### config.mk
export PLATFORM = sky130hd
export DESIGN_NAME = hsl_pixel_adjust_flat
export DESIGN_NICKNAME = d
export VERILOG_FILES = /design/src/hpa_pkg.sv /design/src/hpa_if.sv /design/src/hsl_pixel_adjust.sv /design/src/hpa_csr.sv /design/src/hpa_div.sv /design/src/hpa_back.sv /design/src/flat_wrapper.sv
export SDC_FILE = /design/constraint.sdc
export NUM_CORES = 2
export LEC_CHECK = 0
export ABC_AREA = 1
export BUFFER_PORTS_ARGS = -buffer_cell sky130_fd_sc_hd__buf_4
export CAP_MARGIN = 20
export CORE_ASPECT_RATIO = 0.6
export CORE_UTILIZATION = 24
export DETAILED_ROUTE_END_ITERATION = 6
export RECOVER_POWER = 100
export SYNTH_ARGS = -nofsm -noshare
export SYNTH_HDL_FRONTEND = slang
export SYNTH_SLANG_ARGS = --single-unit
export TNS_END_PERCENT = 30
### constraint.sdc
create_clock -name clock -period 55.9 [get_ports clock]
set_input_delay 2.795 -clock clock [delete_from_list [all_inputs] [get_ports clock]]
set_output_delay 2.795 -clock clock [all_outputs]
set_load 0.05 [all_outputs]
### src/hpa_pkg.sv
`timescale 1ns / 1ps
// ---------------------------------------------------------------------------
// hpa_pkg: shared types and constants
// Fixed-point widths, pipeline depths and the offset bundle of the
// HSL pixel adjuster.
// ---------------------------------------------------------------------------
package hpa_pkg;

   // Q0.16 fractions
   localparam int FracBits = 16;

   // Divider: numerator and divisor width, quotient holds 1.0 (17 bits)
   localparam int DivWidth        = 11;
   localparam int QuoWidth        = FracBits + 1;
   localparam int DivFracPerStage = 4;
   localparam int DivStages       = 1 + FracBits / DivFracPerStage;

   // Back conversion stages: product, q/p and bands, band product, output
   localparam int BackStages = 4;

   // Offsets: signed Q0.16 with room for +-1.42
   localparam int OffWidth = 18;

   localparam logic [FracBits-1:0] CompMax = 16'd64880;
   localparam logic [FracBits-1:0] Third   = 16'd21845;

   typedef enum logic [1:0] {
      CSR_HUE = 2'd0,
      CSR_SAT = 2'd1,
      CSR_LIT = 2'd2
   } csr_index_type;

   typedef struct packed {
      logic signed [OffWidth-1:0] hue;
      logic signed [OffWidth-1:0] sat;
      logic signed [OffWidth-1:0] lit;
   } offsets_type;

endpackage

### src/hpa_if.sv
`timescale 1ns / 1ps
// ---------------------------------------------------------------------------
// hpa_if: pixel channels
// Valid/ready channels for the source pixel and the adjusted pixel.
// ---------------------------------------------------------------------------
interface hpa_req_if;
   logic       valid;
   logic       ready;
   logic [7:0] red_in;
   logic [7:0] green_in;
   logic [7:0] blue_in;

   modport source (output valid, red_in, green_in, blue_in, input ready);
   modport sink (input valid, red_in, green_in, blue_in, output ready);
endinterface

interface hpa_rsp_if;
   logic       valid;
   logic       ready;
   logic [7:0] red_out;
   logic [7:0] green_out;
   logic [7:0] blue_out;

   modport source (output valid, red_out, green_out, blue_out, input ready);
   modport sink (input valid, red_out, green_out, blue_out, output ready);
endinterface

### src/hsl_pixel_adjust.sv
`timescale 1ns / 1ps
// ---------------------------------------------------------------------------
// hsl_pixel_adjust: hue / saturation / lightness adjust of RGB pixels
// Converts each pixel to HSL in Q0.16, adds the offset registers, clamps to
// 0 .. 0.99 and converts back to RGB.
// ---------------------------------------------------------------------------
// The block takes one pixel every clock and returns each adjusted pixel
// through twelve register stages, in order, when the output side keeps
// up. The whole pipeline moves as one: while an adjusted pixel waits at
// the output, every stage holds, and the input side is ready again as
// soon as that item is taken. The two fraction dividers (hue and
// saturation) take five stages: they resolve the integer bit in their
// first stage and four quotient bits in each stage after it; the rest is
// one stage of input, one of max/min setup, one of offset and clamp, and
// four of back conversion. Offsets are written in degrees
// (hue_offset, index 0) and percent (saturation_offset, index 1;
// lightness_offset, index 2); each write is scaled to Q0.16 in the same
// cycle, so a pixel may follow the write at once. There is no clearing
// pass: the block is ready in the cycle after reset drops.
// ---------------------------------------------------------------------------
module hsl_pixel_adjust (
   input  logic           clock,
   input  logic           reset,
   hpa_req_if.sink        req_chan,
   hpa_rsp_if.source      rsp_chan,
   input  logic           csr_write_en,
   input  logic [1:0]     csr_index,
   input  logic [9:0]     csr_data
);

   localparam int StB       = 1;
   localparam int StC       = StB + hpa_pkg::DivStages + 1;
   localparam int NumStages = StC + 1 + hpa_pkg::BackStages;

   hpa_pkg::offsets_type offsets;

   // hold the whole pipe while the output item waits
   logic                 adv;
   logic [NumStages-1:0] vld_ff, vld_in;

   assign adv            = !vld_ff[NumStages-1] || rsp_chan.ready;
   assign req_chan.ready = adv;
   assign vld_in         = {vld_ff[NumStages-2:0], req_chan.valid};

   always_ff @(posedge clock) begin
      if (reset) begin
         vld_ff <= '0;
      end else if (adv) begin
         vld_ff <= vld_in;
      end
   end

   hpa_csr u_csr (
      .clock        (clock),
      .reset        (reset),
      .csr_write_en (csr_write_en),
      .csr_index    (csr_index),
      .csr_data     (csr_data),
      .offsets      (offsets)
   );

   // stage A: capture the pixel
   logic [7:0] r_ff, g_ff, b_ff;

   always_ff @(posedge clock) begin
      if (adv) begin
         r_ff <= req_chan.red_in;
         g_ff <= req_chan.green_in;
         b_ff <= req_chan.blue_in;
      end
   end

   // stage B: max, min, lightness and the two divisions to set up
   logic [7:0]                   mx, mn, dlt;
   logic [8:0]                   sum, sden;
   logic [hpa_pkg::DivWidth-1:0] six_d, hnum;

   always_comb begin
      mx = r_ff;
      mn = r_ff;
      if (g_ff > mx) mx = g_ff;
      if (b_ff > mx) mx = b_ff;
      if (g_ff < mn) mn = g_ff;
      if (b_ff < mn) mn = b_ff;
      dlt   = mx - mn;
      sum   = {1'b0, mx} + {1'b0, mn};
      // light half uses 2 - (M + m) as the saturation divisor
      sden  = (sum > 9'd256) ? 9'(10'd512 - {1'b0, sum}) : sum;
      six_d = hpa_pkg::DivWidth'({3'd0, dlt} * 11'd6);
      // hue numerator: sector offset plus the signed channel difference
      if (mx == r_ff) begin
         if (g_ff >= b_ff) begin
            hnum = {3'd0, 8'(g_ff - b_ff)};
         end else begin
            hnum = hpa_pkg::DivWidth'(six_d - {3'd0, 8'(b_ff - g_ff)});
         end
      end else if (mx == g_ff) begin
         hnum = hpa_pkg::DivWidth'({2'd0, dlt, 1'b0} + {3'd0, b_ff} - {3'd0, r_ff});
      end else begin
         hnum = hpa_pkg::DivWidth'({1'd0, dlt, 2'b0} + {3'd0, r_ff} - {3'd0, g_ff});
      end
   end

   logic [hpa_pkg::DivWidth-1:0] snum_ff, sden_ff, hnum_ff, hden_ff;
   logic [15:0]                  lb_ff;
   logic                         greyb_ff;

   always_ff @(posedge clock) begin
      if (adv) begin
         snum_ff  <= {3'd0, dlt};
         sden_ff  <= {2'd0, sden};
         hnum_ff  <= hnum;
         hden_ff  <= six_d;
         lb_ff    <= {sum, 7'd0};
         greyb_ff <= (dlt == '0);
      end
   end

   // dividers, with lightness and the grey flag carried alongside
   logic [hpa_pkg::QuoWidth-1:0] s_quo, h_quo;

   hpa_div u_div_sat (
      .clock (clock),
      .adv   (adv),
      .num   (snum_ff),
      .den   (sden_ff),
      .quo   (s_quo)
   );

   hpa_div u_div_hue (
      .clock (clock),
      .adv   (adv),
      .num   (hnum_ff),
      .den   (hden_ff),
      .quo   (h_quo)
   );

   logic [15:0] l_pipe_ff    [hpa_pkg::DivStages];
   logic        grey_pipe_ff [hpa_pkg::DivStages];

   always_ff @(posedge clock) begin
      if (adv) begin
         l_pipe_ff[0]    <= lb_ff;
         grey_pipe_ff[0] <= greyb_ff;
         for (int i = 1; i < hpa_pkg::DivStages; i++) begin
            l_pipe_ff[i]    <= l_pipe_ff[i-1];
            grey_pipe_ff[i] <= grey_pipe_ff[i-1];
         end
      end
   end

   // stage C: add offsets and clamp to 0 .. 0.99
   function automatic logic [15:0] clamp_comp(logic signed [18:0] v);
      if (v < 0) begin
         return '0;
      end else if (v > $signed({3'd0, hpa_pkg::CompMax})) begin
         return hpa_pkg::CompMax;
      end else begin
         return v[15:0];
      end
   endfunction

   logic [hpa_pkg::QuoWidth-1:0] h_raw, s_raw;
   logic [15:0]                  l_raw;
   logic signed [18:0]           h_sum, s_sum, l_sum;
   logic [15:0]                  hc_ff, sc_ff, lc_ff;

   always_comb begin
      // grey pixel: drop the divider results (hue divisor was zero)
      h_raw = grey_pipe_ff[hpa_pkg::DivStages-1] ? '0 : h_quo;
      s_raw = grey_pipe_ff[hpa_pkg::DivStages-1] ? '0 : s_quo;
      l_raw = l_pipe_ff[hpa_pkg::DivStages-1];
      h_sum = $signed({2'd0, h_raw}) + $signed({offsets.hue[17], offsets.hue});
      s_sum = $signed({2'd0, s_raw}) + $signed({offsets.sat[17], offsets.sat});
      l_sum = $signed({3'd0, l_raw}) + $signed({offsets.lit[17], offsets.lit});
   end

   always_ff @(posedge clock) begin
      if (adv) begin
         hc_ff <= clamp_comp(h_sum);
         sc_ff <= clamp_comp(s_sum);
         lc_ff <= clamp_comp(l_sum);
      end
   end

   // back to RGB; the output register sits at the end of this unit
   hpa_back u_back (
      .clock (clock),
      .adv   (adv),
      .hue   (hc_ff),
      .sat   (sc_ff),
      .lit   (lc_ff),
      .red   (rsp_chan.red_out),
      .green (rsp_chan.green_out),
      .blue  (rsp_chan.blue_out)
   );

   assign rsp_chan.valid = vld_ff[NumStages-1];

   // an item one stage from the end reaches the output on the next advance
   a_last_reaches_out: assert property (@(posedge clock) disable iff (reset)
      adv && vld_ff[NumStages-2] |=> rsp_chan.valid)
      else $error("item lost before the output stage");

   // a stalled output freezes every stage
   a_stall_holds_pipe: assert property (@(posedge clock) disable iff (reset)
      rsp_chan.valid && !rsp_chan.ready |=> $stable(vld_ff))
      else $error("pipeline moved during an output stall");

   // clamped components stay inside 0 .. 0.99
   a_clamp_range: assert property (@(posedge clock) disable iff (reset)
      vld_ff[StC] |-> (hc_ff <= hpa_pkg::CompMax) && (sc_ff <= hpa_pkg::CompMax)
                      && (lc_ff <= hpa_pkg::CompMax))
      else $error("component beyond clamp limit");

endmodule

### src/hpa_csr.sv
`timescale 1ns / 1ps
// ---------------------------------------------------------------------------
// hpa_csr: offset registers
// Scale degree and percent offsets to signed Q0.16 on write and hold them.
// ---------------------------------------------------------------------------
module hpa_csr (
   input  logic               clock,
   input  logic               reset,
   input  logic               csr_write_en,
   input  logic [1:0]         csr_index,
   input  logic [9:0]         csr_data,
   output hpa_pkg::offsets_type offsets
);

   typedef logic [12:0] hue_tab_type [45];
   typedef logic [13:0] pct_tab_type [25];

   // round(b * 65536 / 360) for b < 45, i.e. b * 8192 / 45
   function automatic hue_tab_type hue_tab_init();
      hue_tab_type t;
      for (int i = 0; i < 45; i++) begin
         t[i] = 13'((i * 16384 + 45) / 90);
      end
      return t;
   endfunction

   // round(b * 65536 / 100) for b < 25, i.e. b * 16384 / 25
   function automatic pct_tab_type pct_tab_init();
      pct_tab_type t;
      for (int i = 0; i < 25; i++) begin
         t[i] = 14'((i * 32768 + 25) / 50);
      end
      return t;
   endfunction

   localparam hue_tab_type HueTab = hue_tab_init();
   localparam pct_tab_type PctTab = pct_tab_init();

   // mag = 45a + b; a from a reciprocal multiply, exact for mag <= 512
   function automatic logic signed [hpa_pkg::OffWidth-1:0] hue_scale(logic [9:0] v);
      logic [9:0]  mag;
      logic [20:0] prod;
      logic [3:0]  a;
      logic [5:0]  b;
      logic [16:0] mag_q;
      mag   = v[9] ? 10'(~v + 10'd1) : v;
      prod  = {11'd0, mag} * 21'd1457;
      a     = prod[19:16];
      b     = 6'(mag - 10'({6'd0, a} * 10'd45));
      mag_q = {a, 13'd0} + {4'd0, HueTab[b]};
      return v[9] ? -$signed({1'b0, mag_q}) : $signed({1'b0, mag_q});
   endfunction

   // mag = 25a + b; exact for mag <= 128
   function automatic logic signed [hpa_pkg::OffWidth-1:0] pct_scale(logic [7:0] v);
      logic [7:0]  mag;
      logic [19:0] prod;
      logic [2:0]  a;
      logic [4:0]  b;
      logic [16:0] mag_q;
      mag   = v[7] ? 8'(~v + 8'd1) : v;
      prod  = {12'd0, mag} * 20'd2622;
      a     = prod[18:16];
      b     = 5'(mag - 8'({5'd0, a} * 8'd25));
      mag_q = {a, 14'd0} + {3'd0, PctTab[b]};
      return v[7] ? -$signed({1'b0, mag_q}) : $signed({1'b0, mag_q});
   endfunction

   hpa_pkg::offsets_type offs_ff, offs_in;

   always_comb begin
      offs_in = offs_ff;
      if (csr_write_en) begin
         case (csr_index)
            hpa_pkg::CSR_HUE: offs_in.hue = hue_scale(csr_data);
            hpa_pkg::CSR_SAT: offs_in.sat = pct_scale(csr_data[7:0]);
            hpa_pkg::CSR_LIT: offs_in.lit = pct_scale(csr_data[7:0]);
            default:          offs_in = offs_ff;
         endcase
      end
   end

   always_ff @(posedge clock) begin
      if (reset) begin
         offs_ff <= '0;
      end else begin
         offs_ff <= offs_in;
      end
   end

   assign offsets = offs_ff;

endmodule

### src/hpa_div.sv
`timescale 1ns / 1ps
// ---------------------------------------------------------------------------
// hpa_div: pipelined fraction divider
// floor(num * 2^16 / den) for num <= den, restoring, four bits per stage.
// ---------------------------------------------------------------------------
module hpa_div (
   input  logic                          clock,
   input  logic                          adv,
   input  logic [hpa_pkg::DivWidth-1:0]  num,
   input  logic [hpa_pkg::DivWidth-1:0]  den,
   output logic [hpa_pkg::QuoWidth-1:0]  quo
);

   localparam int Last = hpa_pkg::DivStages - 1;

   logic [hpa_pkg::DivWidth-1:0] rem_ff [Last];
   logic [hpa_pkg::DivWidth-1:0] den_ff [Last];
   logic [hpa_pkg::QuoWidth-1:0] quo_ff [hpa_pkg::DivStages];

   // integer bit
   logic                         int_bit;
   logic [hpa_pkg::DivWidth-1:0] rem0_in;

   assign int_bit = (num >= den);
   assign rem0_in = int_bit ? hpa_pkg::DivWidth'(num - den) : num;

   always_ff @(posedge clock) begin
      if (adv) begin
         rem_ff[0] <= rem0_in;
         den_ff[0] <= den;
         quo_ff[0] <= {int_bit, hpa_pkg::FracBits'(0)};
      end
   end

   for (genvar k = 1; k < hpa_pkg::DivStages; k++) begin : g_stage
      logic [hpa_pkg::DivWidth-1:0] rem_in;
      logic [hpa_pkg::QuoWidth-1:0] quo_in;

      always_comb begin
         logic [hpa_pkg::DivWidth:0] part;
         rem_in = rem_ff[k-1];
         quo_in = quo_ff[k-1];
         for (int j = 0; j < hpa_pkg::DivFracPerStage; j++) begin
            part = {rem_in, 1'b0};
            if (part >= {1'b0, den_ff[k-1]}) begin
               quo_in[hpa_pkg::FracBits - (k-1) * hpa_pkg::DivFracPerStage - 1 - j] = 1'b1;
               rem_in = hpa_pkg::DivWidth'(part - {1'b0, den_ff[k-1]});
            end else begin
               rem_in = part[hpa_pkg::DivWidth-1:0];
            end
         end
      end

      always_ff @(posedge clock) begin
         if (adv) begin
            quo_ff[k] <= quo_in;
         end
      end

      if (k < Last) begin : g_carry
         always_ff @(posedge clock) begin
            if (adv) begin
               rem_ff[k] <= rem_in;
               den_ff[k] <= den_ff[k-1];
            end
         end
      end
   end

   assign quo = quo_ff[Last];

endmodule

### src/hpa_back.sv
`timescale 1ns / 1ps
// ---------------------------------------------------------------------------
// hpa_back: HSL to RGB
// Four stages: l*s product, q/p and band select, band product, channel out.
// ---------------------------------------------------------------------------
module hpa_back (
   input  logic        clock,
   input  logic        adv,
   input  logic [15:0] hue,
   input  logic [15:0] sat,
   input  logic [15:0] lit,
   output logic [7:0]  red,
   output logic [7:0]  green,
   output logic [7:0]  blue
);

   typedef enum logic [1:0] {
      BAND_RISE,
      BAND_PEAK,
      BAND_FALL,
      BAND_LOW
   } band_type;

   // first t outside each band
   localparam logic [15:0] RiseEnd = 16'd10923;
   localparam logic [15:0] PeakEnd = 16'd32768;
   localparam logic [15:0] FallEnd = 16'd43691;

   // stage 1: l*s
   logic [15:0] h1_ff, s1_ff, l1_ff, ls1_ff;
   logic        zero1_ff;
   logic [31:0] ls_prod;

   assign ls_prod = {16'd0, lit} * {16'd0, sat};

   always_ff @(posedge clock) begin
      if (adv) begin
         h1_ff    <= hue;
         s1_ff    <= sat;
         l1_ff    <= lit;
         ls1_ff   <= ls_prod[31:16];
         zero1_ff <= (sat == '0);
      end
   end

   // stage 2: q, p and band of each channel
   logic [15:0] q_in, p_in;
   logic [15:0] t_in [3];
   band_type    code_in [3];
   logic [16:0] fac_in [3];

   logic [15:0] q2_ff, p2_ff, diff2_ff, l2_ff;
   logic        zero2_ff;
   band_type    code2_ff [3];
   logic [16:0] fac2_ff [3];

   always_comb begin
      logic [18:0] six_t;
      if (l1_ff < PeakEnd) begin
         q_in = 16'(l1_ff + ls1_ff);
      end else begin
         q_in = 16'(l1_ff + s1_ff - ls1_ff);
      end
      p_in = 16'({l1_ff, 1'b0} - {1'b0, q_in});
      t_in[0] = 16'(h1_ff + hpa_pkg::Third);
      t_in[1] = h1_ff;
      t_in[2] = 16'(h1_ff - hpa_pkg::Third);
      for (int c = 0; c < 3; c++) begin
         six_t = 19'({3'd0, t_in[c]} * 19'd6);
         if (t_in[c] < RiseEnd) begin
            code_in[c] = BAND_RISE;
            fac_in[c]  = six_t[16:0];
         end else if (t_in[c] < PeakEnd) begin
            code_in[c] = BAND_PEAK;
            fac_in[c]  = '0;
         end else if (t_in[c] < FallEnd) begin
            code_in[c] = BAND_FALL;
            fac_in[c]  = 17'(19'd262144 - six_t);
         end else begin
            code_in[c] = BAND_LOW;
            fac_in[c]  = '0;
         end
      end
   end

   always_ff @(posedge clock) begin
      if (adv) begin
         q2_ff    <= q_in;
         p2_ff    <= p_in;
         diff2_ff <= 16'(q_in - p_in);
         l2_ff    <= l1_ff;
         zero2_ff <= zero1_ff;
         code2_ff <= code_in;
         fac2_ff  <= fac_in;
      end
   end

   // stage 3: (q - p) * factor
   logic [32:0] prod_w [3];
   logic [15:0] q3_ff, p3_ff, l3_ff;
   logic        zero3_ff;
   band_type    code3_ff [3];
   logic [15:0] pr3_ff [3];

   always_comb begin
      for (int c = 0; c < 3; c++) begin
         prod_w[c] = {17'd0, diff2_ff} * {16'd0, fac2_ff[c]};
      end
   end

   always_ff @(posedge clock) begin
      if (adv) begin
         q3_ff    <= q2_ff;
         p3_ff    <= p2_ff;
         l3_ff    <= l2_ff;
         zero3_ff <= zero2_ff;
         code3_ff <= code2_ff;
         for (int c = 0; c < 3; c++) begin
            pr3_ff[c] <= prod_w[c][31:16];
         end
      end
   end

   // stage 4: channel value
   logic [7:0]  chan_in [3];
   logic [7:0]  chan_ff [3];

   always_comb begin
      logic [15:0] v;
      for (int c = 0; c < 3; c++) begin
         case (code3_ff[c])
            BAND_RISE: v = 16'(p3_ff + pr3_ff[c]);
            BAND_FALL: v = 16'(p3_ff + pr3_ff[c]);
            BAND_PEAK: v = q3_ff;
            BAND_LOW:  v = p3_ff;
            default:   v = p3_ff;
         endcase
         chan_in[c] = zero3_ff ? l3_ff[15:8] : v[15:8];
      end
   end

   always_ff @(posedge clock) begin
      if (adv) begin
         chan_ff <= chan_in;
      end
   end

   assign red   = chan_ff[0];
   assign green = chan_ff[1];
   assign blue  = chan_ff[2];

endmodule
### src/flat_wrapper.sv
// flat-port wrapper written by rule: the top's interface ports become plain ports
module hsl_pixel_adjust_flat 
  (clock, reset, csr_write_en, csr_index, csr_data, req_chan_valid, req_chan_red_in, req_chan_green_in, req_chan_blue_in, req_chan_ready, rsp_chan_valid, rsp_chan_red_out, rsp_chan_green_out, rsp_chan_blue_out, rsp_chan_ready);
  hpa_req_if req_chan_i ();
  hpa_rsp_if rsp_chan_i ();
  input  logic clock;
  input  logic reset;
  input  logic csr_write_en;
  input  logic [1:0] csr_index;
  input  logic [9:0] csr_data;
  input wire logic [$bits(req_chan_i.valid)-1:0] req_chan_valid;
  input wire logic [$bits(req_chan_i.red_in)-1:0] req_chan_red_in;
  input wire logic [$bits(req_chan_i.green_in)-1:0] req_chan_green_in;
  input wire logic [$bits(req_chan_i.blue_in)-1:0] req_chan_blue_in;
  output wire logic [$bits(req_chan_i.ready)-1:0] req_chan_ready;
  output wire logic [$bits(rsp_chan_i.valid)-1:0] rsp_chan_valid;
  output wire logic [$bits(rsp_chan_i.red_out)-1:0] rsp_chan_red_out;
  output wire logic [$bits(rsp_chan_i.green_out)-1:0] rsp_chan_green_out;
  output wire logic [$bits(rsp_chan_i.blue_out)-1:0] rsp_chan_blue_out;
  input wire logic [$bits(rsp_chan_i.ready)-1:0] rsp_chan_ready;
  assign req_chan_i.valid = req_chan_valid;
  assign req_chan_i.red_in = req_chan_red_in;
  assign req_chan_i.green_in = req_chan_green_in;
  assign req_chan_i.blue_in = req_chan_blue_in;
  assign req_chan_ready = req_chan_i.ready;
  assign rsp_chan_valid = rsp_chan_i.valid;
  assign rsp_chan_red_out = rsp_chan_i.red_out;
  assign rsp_chan_green_out = rsp_chan_i.green_out;
  assign rsp_chan_blue_out = rsp_chan_i.blue_out;
  assign rsp_chan_i.ready = rsp_chan_ready;
  hsl_pixel_adjust u_core (.clock(clock), .reset(reset), .req_chan(req_chan_i), .rsp_chan(rsp_chan_i), .csr_write_en(csr_write_en), .csr_index(csr_index), .csr_data(csr_data));
endmodule
==> run metrics <==
Tcrit/Tclk final=0.267; Placer Congestion=about 0.88; min-delay worst type=reg -> reg; post-route ant nets=0; Netlist Area Pre-Place=0.0928 mm²; ys flop type=edfxtp_1; DP HPWL=194,000 µm; Die Wd=a little over 800 µm; vias in the first global route=between 70,000 and 80,000; nets@finish=13,200; row count=around 180; clk slew on worst S/H paths=roughly 60 ps; aggregate global-route resource usage=0.125; drt total wl=245,000 µm; Req. time, crit path=roughly 56,000 ps; Die Area=roughly 0.39 mm²; vias per std cell=~4.4; CTS tree=built; WP data arrival=roughly 15,000 ps; WL per Instance=around 15 µm; Worst setup EP type=flop; Slew Viols, Final=between 800 and 900; met1 usage=0.194; endpoints failing setup=0; Min-Delay Path Depth=0; post-CTS sizing=0; worst r2r path cells=7; Syn Area/Cell=between 8 and 9 µm²; normalized max-slew margin=-1.77; Tightest Pin Transition=approximately 4200 ps; endpoints failing hold=0; MaxCap Viol Count=16; antenna violations before repair=12; Port Buffer Count=66; htree depth=3; number of distinct library cells after synthesis=87; Startpoint Class=primary input; Initial DRT Pass Iterations=6; Worst Hold Launch=u_core.u_back.p2_ff[15]$_DFFE_PP_; Tmin final=14,940 ps; number of synthesized flops with an enable pin=between 600 and 700; Post-CTS Setup Inserts=0; Worst Clk Skew=approximately 53 ps; Setup CP Type=in -> reg; setup_tns=0 ps; hold_buf cts=0; met3 Usage GRT=0.0258; chip height=roughly 480 µm; TritonCTS buffer count=between 80 and 90; GRT Residual Overflow=0; clk buf depth=3; DR vias=71,500; CTS Root Cell=clkbuf_16; Critical R2R Capture=u_core.u_div_sat.rem_ff[2][0]$_SDFFCE_PP0P_; clock sink total=around 750; met2 global-route usage=0.177; FMAX=about 67 MHz; failing checks=max-capacitance violations, max-slew violations; asr flop ratio synth=0; GRT Max-Usage Layer=met1; io pins=67; pin count of the biggest net entering global routing=just over 80; Initial Util=0.242; post-synthesis sequential area ratio=0.237; RSZ-0062 raised after global routing=no; Critical Path Fanout Max=81; share of cells above drive strength 1=0.0273; post-synthesis instance total=between 10,000 and 15,000; Clock Latency Late Sink=around 730 ps; Syn-to-layout area delta=9.32%; hold path endpoint=u_core.u_back.p3_ff[15]$_DFFE_PP_; synth warn=0; Worst R2R Setup Slack=42,810 ps; number of synthesized register bits=753; first-pass GRT wire length=slightly below 400,000 µm; DRT iter0 DRCs=5,506; core area=0.384 mm²; R2R Path Start=u_core.vld_ff[11]$_SDFFE_PP0P_; outcome=finished with violations; Post-route DRC=0
-- layer usage --
metal  share of wire  up-vias
li1                -    35600
met1            0.51    33600
met2            0.39     2033
met3           0.080      218
met4           0.020        6
met5         0.00016        -
-- state kept, by name, summed over array words and instances, names as in the netlist, 34 cells and up --
name,count
u_core.u_back.pr3_ff,48
u_core.u_div_sat.rem_ff,43
u_core.u_div_hue.rem_ff,41
u_core.u_back.fac2_ff,48
u_core.l_pipe_ff,41
u_core.u_div_sat.quo_ff,45
u_core.u_div_sat.den_ff,34
u_core.u_div_hue.den_ff,38
u_core.u_div_hue.quo_ff,45
u_core.u_csr.offsets,54
-- cell usage in the layout, fill, tap and decap left out, types with 14 or more instances in the layout --
master,netlist,routed
clkbuf_1,240,66
o21bai_1,66,66
clkbuf_16,0,86
nor3_1,113,112
a31oi_1,31,31
a21o_1,41,41
o31ai_1,27,28
nor4_1,17,17
nand3_1,324,331
nand4_1,65,65
o21ai_0,509,531
o21ai_1,51,31
edfxtp_1,687,687
o221ai_1,27,27
fa_1,831,831
ha_1,1179,1179
xor2_1,442,442
nor2_1,600,606
inv_1,2327,2345
or2_2,39,39
nand2_1,2371,2385
clkbuf_4,0,23
o211ai_1,38,39
buf_4,10,37
dfxtp_1,66,66
o21a_1,17,17
xnor2_1,153,153
a21oi_1,702,705
nand3b_1,14,14
a211oi_1,27,27
-- cell type report --
type / count / area, µm²
antenna: 4 / 10.0
clock buffer: 97 / 2190
clock inverter: 57 / 679
fill: 41400 / 283000
inverter: 2362 / 8870
multi-input combinational: 7873 / 60600
sequential: 753 / 22000
tap: 5162 / 6460
timing repair buffer: 116 / 662
-- worst max-delay path, stage by stage --
cell	delay [ps]
clkbuf_4	100
nor2_1	170
clkinvlp_2	1240
clkbuf_1	2440
clkbuf_1	2600
clkbuf_1	2570
clkbuf_1	3090
-- synthesized netlist by cell type, types with 31 or more instances --
cell type | instances | area, µm²
nand2_1 | 2371 | 8900
a21oi_1 | 702 | 3510
nand4_1 | 65 | 407
dfxtp_1 | 66 | 1320
o21bai_1 | 66 | 495
fa_1 | 831 | 16600
o21ai_1 | 51 | 255
inv_1 | 2327 | 8730
nor3_1 | 113 | 566
edfxtp_1 | 687 | 20600
a31oi_1 | 31 | 194
or2_2 | 39 | 244
o211ai_1 | 38 | 285
nand3_1 | 324 | 1620
o21ai_0 | 509 | 2550
nor2_1 | 600 | 2250
a21o_1 | 41 | 308
clkbuf_1 | 240 | 901
xnor2_1 | 153 | 1340
xor2_1 | 442 | 3870
ha_1 | 1179 | 14800
-- worst max-delay path by stage --
| stage | start | end | depth (start not counted) |
|---|---|---|---|
| after floorplan | rsp_chan_ready | req_chan_ready | 3 |
| after global placement | csr_data[0] | u_core.u_csr.offsets[52]$_SDFFE_PP0P_ | 48 |
| after detailed placement | csr_data[0] | u_core.u_csr.offsets[52]$_SDFFE_PP0P_ | 48 |
| after CTS | csr_data[0] | u_core.u_csr.offsets[52]$_SDFFE_PP0P_ | 48 |
| after global routing | rsp_chan_ready | u_core.snum_ff[1]$_DFFE_PP_ | 7 |
| final | rsp_chan_ready | u_core.u_div_sat.rem_ff[2][0]$_SDFFCE_PP0P_ | 7 |
-- logic make-up (layout without fill, tap and decap cells) --
| family | Yosys count | after routing | synth area share |
|---|---|---|---|
| compound gates | 1612 | 1612 | 0.0975 |
| xor+xnor | 597 | 597 | 0.0565 |
| fa+ha+maj | 2010 | 2010 | 0.338 |
| buf+inv | 2661 | 2632 | 0.109 |
| flops | 753 | 753 | 0.237 |
| mux | 4 | 4 | 0.000472 |
| other cells | 2 | 16 | 0.0000809 |
| simple gates | 3638 | 3638 | 0.162 |
-- metrics by stage --
step,instances,worst slack (ps),cell area (µm²),util,hold WS [ps]
after floorplan,11300,31070,92800,-,400
after global placement,16300,43400,99000,0.258,400
after global routing,16400,39540,101000,0.264,415
after detailed placement,16300,43450,99000,0.258,405
final,16400,40960,101000,0.264,397
after CTS,16400,44190,102000,0.265,403
Power is not shown: default switching activity piles up to over one toggle a cycle in this logic, so the estimate is an artifact.
